==> config.mk <==
export PLATFORM = sky130hd
export DESIGN_NAME = bcgu_front
export DESIGN_NICKNAME = d
export VERILOG_FILES = /design/src/sv/bcgu_pkg.sv /design/src/sv/bcgu_front.sv
export SDC_FILE = /design/constraint.sdc
export NUM_CORES = 2
export LEC_CHECK = 0
export BUFFER_PORTS_ARGS = -buffer_cell sky130_fd_sc_hd__buf_2
export CAP_MARGIN = 20
export CORE_ASPECT_RATIO = 1.5
export CORE_MARGIN = 2
export CORE_UTILIZATION = 44
export DETAILED_ROUTE_END_ITERATION = 6
export PLACE_DENSITY = 0.61
export SYNTH_ARGS = -nofsm -noshare
export SYNTH_HDL_FRONTEND = slang
export SYNTH_SLANG_ARGS = --single-unit
export TNS_END_PERCENT = 10
==> constraint.sdc <==
create_clock -name clk -period 13.5 [get_ports clk]
set_input_delay 2.7 -clock clk [delete_from_list [all_inputs] [get_ports clk]]
set_output_delay 2.7 -clock clk [all_outputs]
set_load 0.02 [all_outputs]
==> src/sv/bcgu_pkg.sv <==
// Package: shared types, constants and fixed-point helpers for the gradient update block.
`timescale 1ns / 1ps

package bcgu_pkg;

    localparam int FRAC_BITS = 16;

    localparam logic signed [31:0] S32_MAX = 32'sh7FFF_FFFF;
    localparam logic signed [31:0] S32_MIN = 32'sh8000_0000;
    localparam logic signed [63:0] Q_MAX   = 64'sh0000_0000_7FFF_FFFF;
    localparam logic signed [63:0] Q_MIN   = 64'shFFFF_FFFF_8000_0000;

    typedef enum logic [2:0] {
        MODE_STEP   = 3'd0,
        MODE_SCALED = 3'd1,
        MODE_ELEM   = 3'd2,
        MODE_L1     = 3'd3,
        MODE_L2     = 3'd4,
        MODE_SET    = 3'd5,
        MODE_ADD    = 3'd6
    } mode_t;

    typedef enum logic [2:0] {
        REG_MODE         = 3'd0,
        REG_LRATE        = 3'd1,
        REG_COEFF        = 3'd2,
        REG_OFFSET_B     = 3'd3,
        REG_DECAY_RATE   = 3'd4,
        REG_LOWER_BOUND  = 3'd5,
        REG_UPPER_BOUND  = 3'd6,
        REG_CLAMP_ENABLE = 3'd7
    } reg_idx_t;

    typedef struct packed {
        logic signed [31:0] param_in;
        logic signed [31:0] direction;
        logic signed [31:0] elem_step;
        logic               last_in;
    } in_t;

    typedef struct packed {
        logic signed [31:0] param_out;
        logic               clipped;
        logic               run_hit;
        logic               last_out;
    } out_t;

    typedef struct packed {
        mode_t              mode;
        logic signed [31:0] lrate;
        logic signed [31:0] coeff;
        logic signed [31:0] offset_b;
        logic [30:0]        decay_rate;
        logic signed [31:0] lower_bound;
        logic signed [31:0] upper_bound;
        logic               clamp_enable;
    } cfg_t;

    // front half -> back half
    typedef struct packed {
        logic [2:0]         mode;
        logic signed [31:0] p;
        logic signed [31:0] d;
        logic signed [31:0] m2;    // full step (modes 1,2), d+wd*p (mode 4), delta (mode 3)
        logic               last;
    } mid_t;

    // back half -> output stage
    typedef struct packed {
        logic [2:0]         mode;
        logic signed [31:0] v;
        logic signed [31:0] delta;
        logic               gt;
        logic               lt;
        logic               last;
    } fin_t;

    function automatic logic signed [31:0] sat_add(input logic signed [31:0] a,
                                                   input logic signed [31:0] b);
        logic signed [32:0] sum;
        sum = {a[31], a} + {b[31], b};
        if (sum[32] != sum[31])
            return sum[32] ? S32_MIN : S32_MAX;
        return sum[31:0];
    endfunction

    function automatic logic signed [31:0] sat_sub(input logic signed [31:0] a,
                                                   input logic signed [31:0] b);
        logic signed [32:0] dif;
        dif = {a[31], a} - {b[31], b};
        if (dif[32] != dif[31])
            return dif[32] ? S32_MIN : S32_MAX;
        return dif[31:0];
    endfunction

    // Floor shift of a full product, saturated to 32 bits.
    function automatic logic signed [31:0] q_scale(input logic signed [63:0] prod);
        logic signed [63:0] sh;
        sh = prod >>> FRAC_BITS;
        if (sh > Q_MAX)
            return S32_MAX;
        if (sh < Q_MIN)
            return S32_MIN;
        return sh[31:0];
    endfunction

endpackage

==> src/sv/bcgu_front.sv <==
// Front half: first multiplier stage and the scale/offset add stage.
`timescale 1ns / 1ps

module bcgu_front (
    input  logic                clk,
    input  logic                rst_n,
    input  bcgu_pkg::cfg_t      cfg,
    input  logic                in_valid,
    input  bcgu_pkg::in_t       in_data,
    output logic                in_rdy,
    output logic                out_valid,
    output bcgu_pkg::mid_t      out_data,
    input  logic                out_rdy
);

    logic                s1_valid_reg;
    logic                s2_valid_reg;
    logic [2:0]          s1_mode_reg;
    logic signed [31:0]  s1_p_reg;
    logic signed [31:0]  s1_d_reg;
    logic                s1_last_reg;
    logic signed [63:0]  s1_prod_reg;
    logic signed [63:0]  s1_prod_next;
    bcgu_pkg::mid_t      s2_reg;
    bcgu_pkg::mid_t      s2_next;

    logic                s1_adv;
    logic                s2_adv;
    logic signed [31:0]  abs_s;
    logic signed [31:0]  wd_s;
    logic signed [31:0]  op_a;
    logic signed [31:0]  op_b;
    logic signed [31:0]  qa;
    logic signed [31:0]  addend;

    assign s2_adv = !s2_valid_reg || out_rdy;
    assign s1_adv = !s1_valid_reg || s2_adv;
    assign in_rdy = s1_adv;

    assign out_valid = s2_valid_reg;
    assign out_data  = s2_reg;

    assign wd_s  = $signed({1'b0, cfg.decay_rate});
    assign abs_s = (cfg.lrate == bcgu_pkg::S32_MIN) ? bcgu_pkg::S32_MAX :
                   (cfg.lrate < 0) ? -cfg.lrate : cfg.lrate;

    // Operand select for the first product.
    always_comb
    begin
        unique case (cfg.mode)
            bcgu_pkg::MODE_SCALED:
            begin
                op_a = cfg.lrate;
                op_b = cfg.coeff;
            end
            bcgu_pkg::MODE_ELEM:
            begin
                op_a = in_data.elem_step;
                op_b = cfg.coeff;
            end
            bcgu_pkg::MODE_L1:
            begin
                op_a = abs_s;
                op_b = wd_s;
            end
            bcgu_pkg::MODE_L2:
            begin
                op_a = wd_s;
                op_b = in_data.param_in;
            end
            default:
            begin
                op_a = cfg.lrate;
                op_b = cfg.coeff;
            end
        endcase
        s1_prod_next = op_a * op_b;
    end

    // Scale, then add direction (mode 4), nothing (mode 3) or offset (others).
    always_comb
    begin
        qa      = bcgu_pkg::q_scale(s1_prod_reg);
        addend  = (s1_mode_reg == bcgu_pkg::MODE_L2) ? s1_d_reg : cfg.offset_b;
        s2_next.mode = s1_mode_reg;
        s2_next.p    = s1_p_reg;
        s2_next.d    = s1_d_reg;
        s2_next.last = s1_last_reg;
        s2_next.m2   = (s1_mode_reg == bcgu_pkg::MODE_L1) ? qa : bcgu_pkg::sat_add(qa, addend);
    end

    always_ff @(posedge clk or negedge rst_n)
    begin
        if (!rst_n)
        begin
            s1_valid_reg <= 1'b0;
            s2_valid_reg <= 1'b0;
        end
        else
        begin
            if (s1_adv)
                s1_valid_reg <= in_valid;
            if (s2_adv)
                s2_valid_reg <= s1_valid_reg;
        end
    end

    always_ff @(posedge clk)
    begin
        if (s1_adv && in_valid)
        begin
            s1_mode_reg <= cfg.mode;
            s1_p_reg    <= in_data.param_in;
            s1_d_reg    <= in_data.direction;
            s1_last_reg <= in_data.last_in;
            s1_prod_reg <= s1_prod_next;
        end
        if (s2_adv && s1_valid_reg)
            s2_reg <= s2_next;
    end

endmodule

==> reports/results.ini <==
[placed_design]
dp_hpwl_um = 142200
port_buffers = 332
gp_congestion = 1.017

[clock_tree]
clk-insertion-delay-late_ns = 0.59
cts-hold-fix-buffers = 0
clock-root-buffer = clkbuf_16
cts.sinks = 218
max-clock-path-buffers = 3
h-tree-depth = 1
cts_resized = 0
cts_tree = yes
cts_buffers = 26
post_cts_buffers = 0
clk_pin_slew_worst_paths_ns = 0.06

[cells_and_area]
layout-drive-gt1-share = 0.1351
n_fill_cell = 9959
seq_area_um2 = 6536
largest_reg_flops = 100
layout_common_cells = 1082 x fa_1, 990 x inv_1, 672 x nor2_1
synthToLayoutAreaGrowth_pct = 11.84
layout_commonest_cell = fa_1
multi_input_area_um2 = 35790
final_nets = 6830

[synthesis]
ys.warnings.count = 0
ys_ff_latch = 218
netlist_area_um2 = 46600
synth_edf_count = 216
synth_cell_types = 82
syn_avg_cell_area_um2 = 9.516
synthArstFlopShare = 0.009174
synth_flop_cell = edfxtp_1
synth_nets = 6488
seq_area_frac_synth = 0.1403
synth_cells = 4897

[sta]
grt_setup_unrepaired = false
post-route-min-period_ns = 12.83
finalHoldViolCount = 0
slew_headroom = 0.1638
fmax_mhz = 77.93
slew_violations = 0
tns_ns = 0
clock_skew_ns = 0.03176
fin_crit_sh = 0.9506
max_slew.worst_pin.slew_ns = 1.254
setup_viol = 0

[global_route]
grt_pass1_vias = 39950
overflow = 0
track_usage = 0.3199
grt_pass1_wl_um = 252600
grt_antenna_before_repair = 7
grt_start_max_net_pins = 66

[worst_setup_path]
cp_data_required_time_ns = 13.82
ff2ff_path_depth = 17
cpPeakStageDelay_ns = 0.59
cp_max_fo = 6
crit_arrival_ns = 13.15
slowest_stage = fa_1
critPathCaptureType = flip-flop
cp_common_cell = fa_1
critPathKind = in2reg
startpoint_type = input pin

[drt]
wl_per_cell_um = 25.63
dr.pass1.iters = 5
routed_wl_um = 171000
vias = 37120
drc = 0
viasPerCell = 5.565
detail-route-antenna-nets = 0
drtIter0Drc = 2943

[job]
maxCapViolCount = 0

[floorplanning]
die_x_um = 269.7
die_y_um = 402.6
fp.coreArea_um2 = 105200
ios = 398
row_count = 146
dieArea_um2 = 108600
initial_core_util = 0.4429

[status]
status = complete, no violations

[min_path]
holdCritPathClass = reg2reg
whs_path_depth = 0

==> per-layer routing <==
| metal | vias up | GRT usage | share of wire | wire, um |
|---|---|---|---|---|
| met1 | 19010 | 0.3396 | 0.32 | 54900 |
| li1 | 15650 | - | - | - |
| met4 | 6 | 0.2655 | 0.11 | 18390 |
| met2 | 1830 | 0.5567 | 0.50 | 85030 |
| met3 | 626 | 0.05430 | 0.074 | 12650 |
| met5 | - | 0 | 0.00018 | 31 |
==> final timing paths <==
path	start	endpoint	slack [ns]
max	cfg[162]	s1_prod_reg[53]$_DFFE_PP_	0.67
min	s1_p_reg[16]$_DFFE_PP_	out_data[81]$_DFFE_PP_	0.41
max reg2reg	s1_prod_reg[62]$_DFFE_PP_	out_data[20]$_DFFE_PP_	7.50
min reg2reg	s1_p_reg[16]$_DFFE_PP_	out_data[81]$_DFFE_PP_	0.41
max in group asynchronous	rst_n	out_valid$_DFFE_PN0P_	11.51
min in group asynchronous	rst_n	s1_valid_reg$_DFFE_PN0N_	1.89
==> metrics by stage <==
stage / std cells / hold slack (ns) / instance area, um2 / setup WS, ns / utilization
after floorplan: 4897 / 0.4003 / 46600 / 1.133 / -
after global placement: 6614 / 0.4000 / 51280 / 0.3115 / 0.4873
after detailed placement: 6616 / 0.4045 / 51300 / 0.2005 / 0.4876
after CTS: 6662 / 0.4146 / 52070 / 0.7583 / 0.4949
after global routing: 6667 / 0.4086 / 52110 / 0.2788 / 0.4952
final: 6671 / 0.4129 / 52120 / 0.6673 / 0.4953
==> synth_stat cells (23+ instances only) <==
master       n  area share
a31oi_1     23      0.0031
a21oi_1    170       0.018
inv_1      990       0.080
a21o_1      91       0.015
xor2_1      43      0.0081
ha_1       213       0.057
xnor2_1     59       0.011
nand2b_1    54      0.0072
nor2_1     674       0.054
nand3_1     28      0.0030
edfxtp_1   216        0.14
o21ai_0     71      0.0076
nand2_1    557       0.045
fa_1      1082        0.46
clkbuf_1   224       0.018
mux2_2      32      0.0077
==> layout make-up <==
cell class,count,area share
tap,1406,0.03375
timing repair buffer,555,0.06768
sequential,218,0.1254
inverter,991,0.07137
antenna,8,0.0003841
clock inverter,15,0.001921
clock buffer,31,0.01284
multi-input combinational,3447,0.6866
==> cell families after synthesis <==
logic type                 Yosys count  synth area share
and+or+nand+nor                   1447            0.1288
xor gates and xnor gates           102           0.01917
DFF                                218            0.1403
muxes                               33          0.007948
adders and majority gates         1295            0.5220
buffers and inverters             1232           0.09951
AOI/OAI and AO/OA                  570           0.08230
==> worst max-delay path, delay by kind of cell <==
family	cells	cell delay (ns)
buffers and inverters	4	0.58
and+or+nand+nor	7	1.59
adders and majority gates	9	4.48
AOI/OAI and AO/OA	13	3.59
xor gates and xnor gates	2	0.22
Power is not shown: default switching activity piles up to over one toggle a cycle in this logic, so the estimate is an artifact.
