**config.mk**
```make
export PLATFORM = sky130hd
export DESIGN_NAME = bcgu_back
export DESIGN_NICKNAME = d
export VERILOG_FILES = /design/src/sv/bcgu_pkg.sv /design/src/sv/bcgu_back.sv
export SDC_FILE = /design/constraint.sdc
export NUM_CORES = 2
export LEC_CHECK = 0
export BUFFER_PORTS_ARGS = -buffer_cell sky130_fd_sc_hd__buf_4
export CELL_PAD_IN_SITES_DETAIL_PLACEMENT = 0
export CELL_PAD_IN_SITES_GLOBAL_PLACEMENT = 1
export CORE_MARGIN = 2
export CORE_UTILIZATION = 32
export CTS_CLUSTER_SIZE = 24
export DETAILED_ROUTE_END_ITERATION = 16
export HOLD_SLACK_MARGIN = 0.08
export MAX_ROUTING_LAYER = met4
export PLACE_DENSITY_LB_ADDON = 0.1
export SLEW_MARGIN = 20
export SYNTH_ARGS = -nofsm -noshare
export SYNTH_HDL_FRONTEND = slang
export SYNTH_SLANG_ARGS = --single-unit
```
**constraint.sdc**
```tcl
create_clock -name clk -period 7.8 [get_ports clk]
set_input_delay 1.95 -clock clk [delete_from_list [all_inputs] [get_ports clk]]
set_output_delay 1.95 -clock clk [all_outputs]
set_load 0.05 [all_outputs]
```
**src/sv/bcgu_pkg.sv**
```systemverilog
// Package: shared types, constants and fixed-point helpers for the gradient update block.
`timescale 1ns / 1ps

package bcgu_pkg;

    localparam int FRAC_BITS = 16;

    localparam logic signed [31:0] S32_MAX = 32'sh7FFF_FFFF;
    localparam logic signed [31:0] S32_MIN = 32'sh8000_0000;
    localparam logic signed [63:0] Q_MAX   = 64'sh0000_0000_7FFF_FFFF;
    localparam logic signed [63:0] Q_MIN   = 64'shFFFF_FFFF_8000_0000;

    typedef enum logic [2:0] {
        MODE_STEP   = 3'd0,
        MODE_SCALED = 3'd1,
        MODE_ELEM   = 3'd2,
        MODE_L1     = 3'd3,
        MODE_L2     = 3'd4,
        MODE_SET    = 3'd5,
        MODE_ADD    = 3'd6
    } mode_t;

    typedef enum logic [2:0] {
        REG_MODE         = 3'd0,
        REG_LRATE        = 3'd1,
        REG_COEFF        = 3'd2,
        REG_OFFSET_B     = 3'd3,
        REG_DECAY_RATE   = 3'd4,
        REG_LOWER_BOUND  = 3'd5,
        REG_UPPER_BOUND  = 3'd6,
        REG_CLAMP_ENABLE = 3'd7
    } reg_idx_t;

    typedef struct packed {
        logic signed [31:0] param_in;
        logic signed [31:0] direction;
        logic signed [31:0] elem_step;
        logic               last_in;
    } in_t;

    typedef struct packed {
        logic signed [31:0] param_out;
        logic               clipped;
        logic               run_hit;
        logic               last_out;
    } out_t;

    typedef struct packed {
        mode_t              mode;
        logic signed [31:0] lrate;
        logic signed [31:0] coeff;
        logic signed [31:0] offset_b;
        logic [30:0]        decay_rate;
        logic signed [31:0] lower_bound;
        logic signed [31:0] upper_bound;
        logic               clamp_enable;
    } cfg_t;

    // front half -> back half
    typedef struct packed {
        logic [2:0]         mode;
        logic signed [31:0] p;
        logic signed [31:0] d;
        logic signed [31:0] m2;    // full step (modes 1,2), d+wd*p (mode 4), delta (mode 3)
        logic               last;
    } mid_t;

    // back half -> output stage
    typedef struct packed {
        logic [2:0]         mode;
        logic signed [31:0] v;
        logic signed [31:0] delta;
        logic               gt;
        logic               lt;
        logic               last;
    } fin_t;

    function automatic logic signed [31:0] sat_add(input logic signed [31:0] a,
                                                   input logic signed [31:0] b);
        logic signed [32:0] sum;
        sum = {a[31], a} + {b[31], b};
        if (sum[32] != sum[31])
            return sum[32] ? S32_MIN : S32_MAX;
        return sum[31:0];
    endfunction

    function automatic logic signed [31:0] sat_sub(input logic signed [31:0] a,
                                                   input logic signed [31:0] b);
        logic signed [32:0] dif;
        dif = {a[31], a} - {b[31], b};
        if (dif[32] != dif[31])
            return dif[32] ? S32_MIN : S32_MAX;
        return dif[31:0];
    endfunction

    // Floor shift of a full product, saturated to 32 bits.
    function automatic logic signed [31:0] q_scale(input logic signed [63:0] prod);
        logic signed [63:0] sh;
        sh = prod >>> FRAC_BITS;
        if (sh > Q_MAX)
            return S32_MAX;
        if (sh < Q_MIN)
            return S32_MIN;
        return sh[31:0];
    endfunction

endpackage

```
**src/sv/bcgu_back.sv**
```systemverilog
// Back half: second multiplier stage and the parameter add stage.
`timescale 1ns / 1ps

module bcgu_back (
    input  logic                clk,
    input  logic                rst_n,
    input  bcgu_pkg::cfg_t      cfg,
    input  logic                in_valid,
    input  bcgu_pkg::mid_t      in_data,
    output logic                in_rdy,
    output logic                out_valid,
    output bcgu_pkg::fin_t      out_data,
    input  logic                out_rdy
);

    logic                s3_valid_reg;
    logic                s4_valid_reg;
    logic [2:0]          s3_mode_reg;
    logic signed [31:0]  s3_p_reg;
    logic signed [31:0]  s3_d_reg;
    logic signed [31:0]  s3_delta_reg;
    logic                s3_gt_reg;
    logic                s3_lt_reg;
    logic                s3_last_reg;
    logic signed [63:0]  s3_prod_reg;
    logic signed [63:0]  s3_prod_next;
    bcgu_pkg::fin_t      s4_reg;
    bcgu_pkg::fin_t      s4_next;

    logic                s3_adv;
    logic                s4_adv;
    logic signed [31:0]  op_a;
    logic signed [31:0]  op_b;
    logic signed [32:0]  p_ext;
    logic signed [32:0]  delta_ext;
    logic                gt_next;
    logic                lt_next;
    logic signed [31:0]  qb;

    assign s4_adv = !s4_valid_reg || out_rdy;
    assign s3_adv = !s3_valid_reg || s4_adv;
    assign in_rdy = s3_adv;

    assign out_valid = s4_valid_reg;
    assign out_data  = s4_reg;

    always_comb
    begin
        op_a = ((in_data.mode == bcgu_pkg::MODE_SCALED) || (in_data.mode == bcgu_pkg::MODE_ELEM))
               ? in_data.m2 : cfg.lrate;
        op_b = (in_data.mode == bcgu_pkg::MODE_L2) ? in_data.m2 : in_data.d;
        s3_prod_next = op_a * op_b;
        // soft-threshold window, delta is never negative
        p_ext     = {in_data.p[31], in_data.p};
        delta_ext = {in_data.m2[31], in_data.m2};
        gt_next   = p_ext > delta_ext;
        lt_next   = p_ext < -delta_ext;
    end

    always_comb
    begin
        qb = bcgu_pkg::q_scale(s3_prod_reg);
        s4_next.mode  = s3_mode_reg;
        s4_next.delta = s3_delta_reg;
        s4_next.gt    = s3_gt_reg;
        s4_next.lt    = s3_lt_reg;
        s4_next.last  = s3_last_reg;
        unique case (s3_mode_reg)
            bcgu_pkg::MODE_STEP,
            bcgu_pkg::MODE_SCALED,
            bcgu_pkg::MODE_ELEM,
            bcgu_pkg::MODE_L1,
            bcgu_pkg::MODE_L2:  s4_next.v = bcgu_pkg::sat_add(s3_p_reg, qb);
            bcgu_pkg::MODE_SET: s4_next.v = s3_d_reg;
            bcgu_pkg::MODE_ADD: s4_next.v = bcgu_pkg::sat_add(s3_p_reg, s3_d_reg);
            default:            s4_next.v = s3_p_reg;
        endcase
    end

    always_ff @(posedge clk or negedge rst_n)
    begin
        if (!rst_n)
        begin
            s3_valid_reg <= 1'b0;
            s4_valid_reg <= 1'b0;
        end
        else
        begin
            if (s3_adv)
                s3_valid_reg <= in_valid;
            if (s4_adv)
                s4_valid_reg <= s3_valid_reg;
        end
    end

    always_ff @(posedge clk)
    begin
        if (s3_adv && in_valid)
        begin
            s3_mode_reg  <= in_data.mode;
            s3_p_reg     <= in_data.p;
            s3_d_reg     <= in_data.d;
            s3_delta_reg <= in_data.m2;
            s3_gt_reg    <= gt_next;
            s3_lt_reg    <= lt_next;
            s3_last_reg  <= in_data.last;
            s3_prod_reg  <= s3_prod_next;
        end
        if (s4_adv && s3_valid_reg)
            s4_reg <= s4_next;
    end

endmodule

```
==> out/qor.yml <==
clock_tree:
  cts_tree: "done"
  cts_sinks: 222
  h-tree-depth: 1
  cts_made_buffers: 27
  cts_max_path_buffers: 3
  clk_pin_slew_worst_paths_ps: 60
  clkLatencyLatePin_ps: 570
  cts-root-buf: "clkbuf_16"
cells_and_area:
  syn_to_final_growth_pct: 28.3
  largest_reg_flops: 70
  drive_above_1_share: 0.240
  fin_nets: 7711
  final_cell_mix: "inv_1 (1031), fa_1 (1019), buf_4 (878)"
  layout_commonest_cell: "inv_1"
sta:
  finClkSkew_ps: 31.7
  hold_violations: 0
  fin_ws_ps: -1970
  drv_slew: 0
  relSlewSlack: 0.340
  hold-worst-slack_ps: 412
  fin_setup_tns_ps: -74260
  finalCritPeriodShare: 1.25
  period_minus_slack_ps: 9770
  fmax_mhz: 102
  rsz0062_at_grt: "true"
  worst-slew-pin-transition_ps: 990
  setup_violations: 48
grt:
  grt_usage: 0.266
  grt_pass1_vias: 42612
  overflow: 0
  antenna_found_initial: 7
  grt_pass1_wl_mm: 292
  grt_max_degree: 151
setup_path:
  arrival_ps: 10060
  critPathRequiredTime_ps: 8090
  max_stage_delay_ps: 600
  r2r_start: "s3_prod_reg[61]"
  slowest_stage: "fa_2"
  rr_worst_depth: 14
  r2r_setup_slack_ps: 1220
  path_common_cell: "fa_1"
  r2r-end: "out_data[47]"
  crit_type: "in2reg"
  cp-end-kind: "register"
  start_kind: "primary input"
  path_max_fanout: 7
min_path:
  hold_start: "s3_delta_reg[12]"
  whs_endpoint: "out_data[15]"
  hold_path.class: "reg2reg"
  min_path_cells: 0
synthesis:
  synthAdderAreaFrac: 0.522
  synth_edf_count: 220
  synthMuxAreaShare: 0.0276
  synth_seq_area_share: 0.136
  synth_top_family_by_area: "adder cells"
  synthXorXnorAreaFrac: 0.0252
  synth-seq-cells: 222
  ys_async_sr_fraction: 0.00901
  synth-simple-area-share: 0.121
  synth_compound_area_frac: 0.0708
  synth_cells: 5139
  synth_ff_type: "edfxtp_1"
  avgSynthCellArea_um2: 9.52
  ys_types: 81
  synth_warnings: 0
  syn_area_um2: 48900
  syn_nets: 6830
floorplan:
  dieArea_um2: 156000
  rows: 143
  io_pins: 371
  core_um2: 152000
  start_util: 0.322
  fp.dieH_um: 395
  fp.dieW_um: 395
placement:
  dp_hpwl_mm: 173
  post-place-ws_ps: -2920
  portBuffers: 207
  routabilityCongestion: 0.958
routing:
  viasPerCell: 4.90
  ant_nets: 0
  drt_iter0_drc: 2292
  drc: 0
  first_pass_iters: 5
  wl_per_cell_um: 25.1
  vias: 39509
  wirelength_mm: 202
job:
  drv_cap: 0
run_status:
  outcome: "finished, violations left"
  violations: "negative setup slack"
synth_stat cells (all sizes together) (26+ instances only):
library cell	count	area share
ha	309	0.079
o21ai	164	0.017
a21oi	125	0.013
edfxtp	220	0.14
buf	26	0.0024
clkbuf	175	0.013
nand2	636	0.049
xnor2	102	0.018
o21a	27	0.0041
nor3	30	0.0032
nor2	617	0.047
mux2	62	0.014
a21o	60	0.0092
nand3	34	0.0035
xor2	39	0.0070
mux2i	65	0.013
a31oi	50	0.0064
inv	1053	0.081
fa	1083	0.44
nand4	36	0.0046
through the flow:
stage               instance area, um2  std cells  utilization
floorplan                        49400       5139            -
global placement                 59300       7922        0.390
detailed placement               59300       7922        0.390
CTS                              61300       8005        0.403
global route                     62700       8066        0.413
finish                           62700       8067        0.413
layer usage:
layer | vias up | share of wire | global-route usage
met3 | 253 | 0.033 | 0.0159
li1 | 17667 | - | -
met4 | 0 | 0.045 | 0.0898
met2 | 921 | 0.51 | 0.462
met5 | - | 0 | -
met1 | 20668 | 0.41 | 0.329
cell families (layout without fill, tap and decap cells):
family / Yosys count / count (layout)
AND/OR/NAND/NOR: 1455 / 1455
buffers and inverters: 1255 / 2150
AO/OA/AOI/OAI: 546 / 546
adder cells (fa/ha/maj): 1393 / 1393
multiplexers: 127 / 128
XOR/XNOR: 141 / 141
flip-flops: 222 / 222
other: 0 / 2
timing repair:
action,in CTS,in global routing
gates resized for setup,180,193
setup buffers,34,55
endpoints found under the setup margin,48,48
hold buffers,0,0
pin swaps,63,78
gates cloned,6,9
how the worst max path moves through the flow:
stage                            from               to  slack, ps  depth (start not counted)
after floorplan           in_data[98]  s3_prod_reg[58]      -2040                         29
after global routing      in_data[98]  s3_prod_reg[63]      -2210                         34
after global placement    in_data[98]  s3_prod_reg[53]      -2930                         32
after detailed placement  in_data[98]  s3_prod_reg[58]      -2920                         29
final                     in_data[98]  s3_prod_reg[53]      -1970                         35
after CTS                 in_data[97]  s3_prod_reg[58]      -2000                         29
final cells by class:
class                      instances  area (um2)
fill                           15263       89200
multi-input combinational       3663       39200
timing repair buffer            1052        9540
sequential                       222        6660
inverter                        1054        3970
tap                             2030        2540
clock buffer                      30         687
clock inverter                    14         110
antenna                            2        5.00
worst max-delay path, delay by kind of cell:
kind                       cells  cell delay (ps)
buffers and inverters         14             1560
and+or+nand+nor                6             1200
adders and majority gates      9             4370
AOI/OAI and AO/OA              4              540
xor gates and xnor gates       1              130
muxes                          1              250
Power is left out: the tool's default activity adds up to more than one toggle a clock period on the data nets, which glitch-free logic cannot reach.
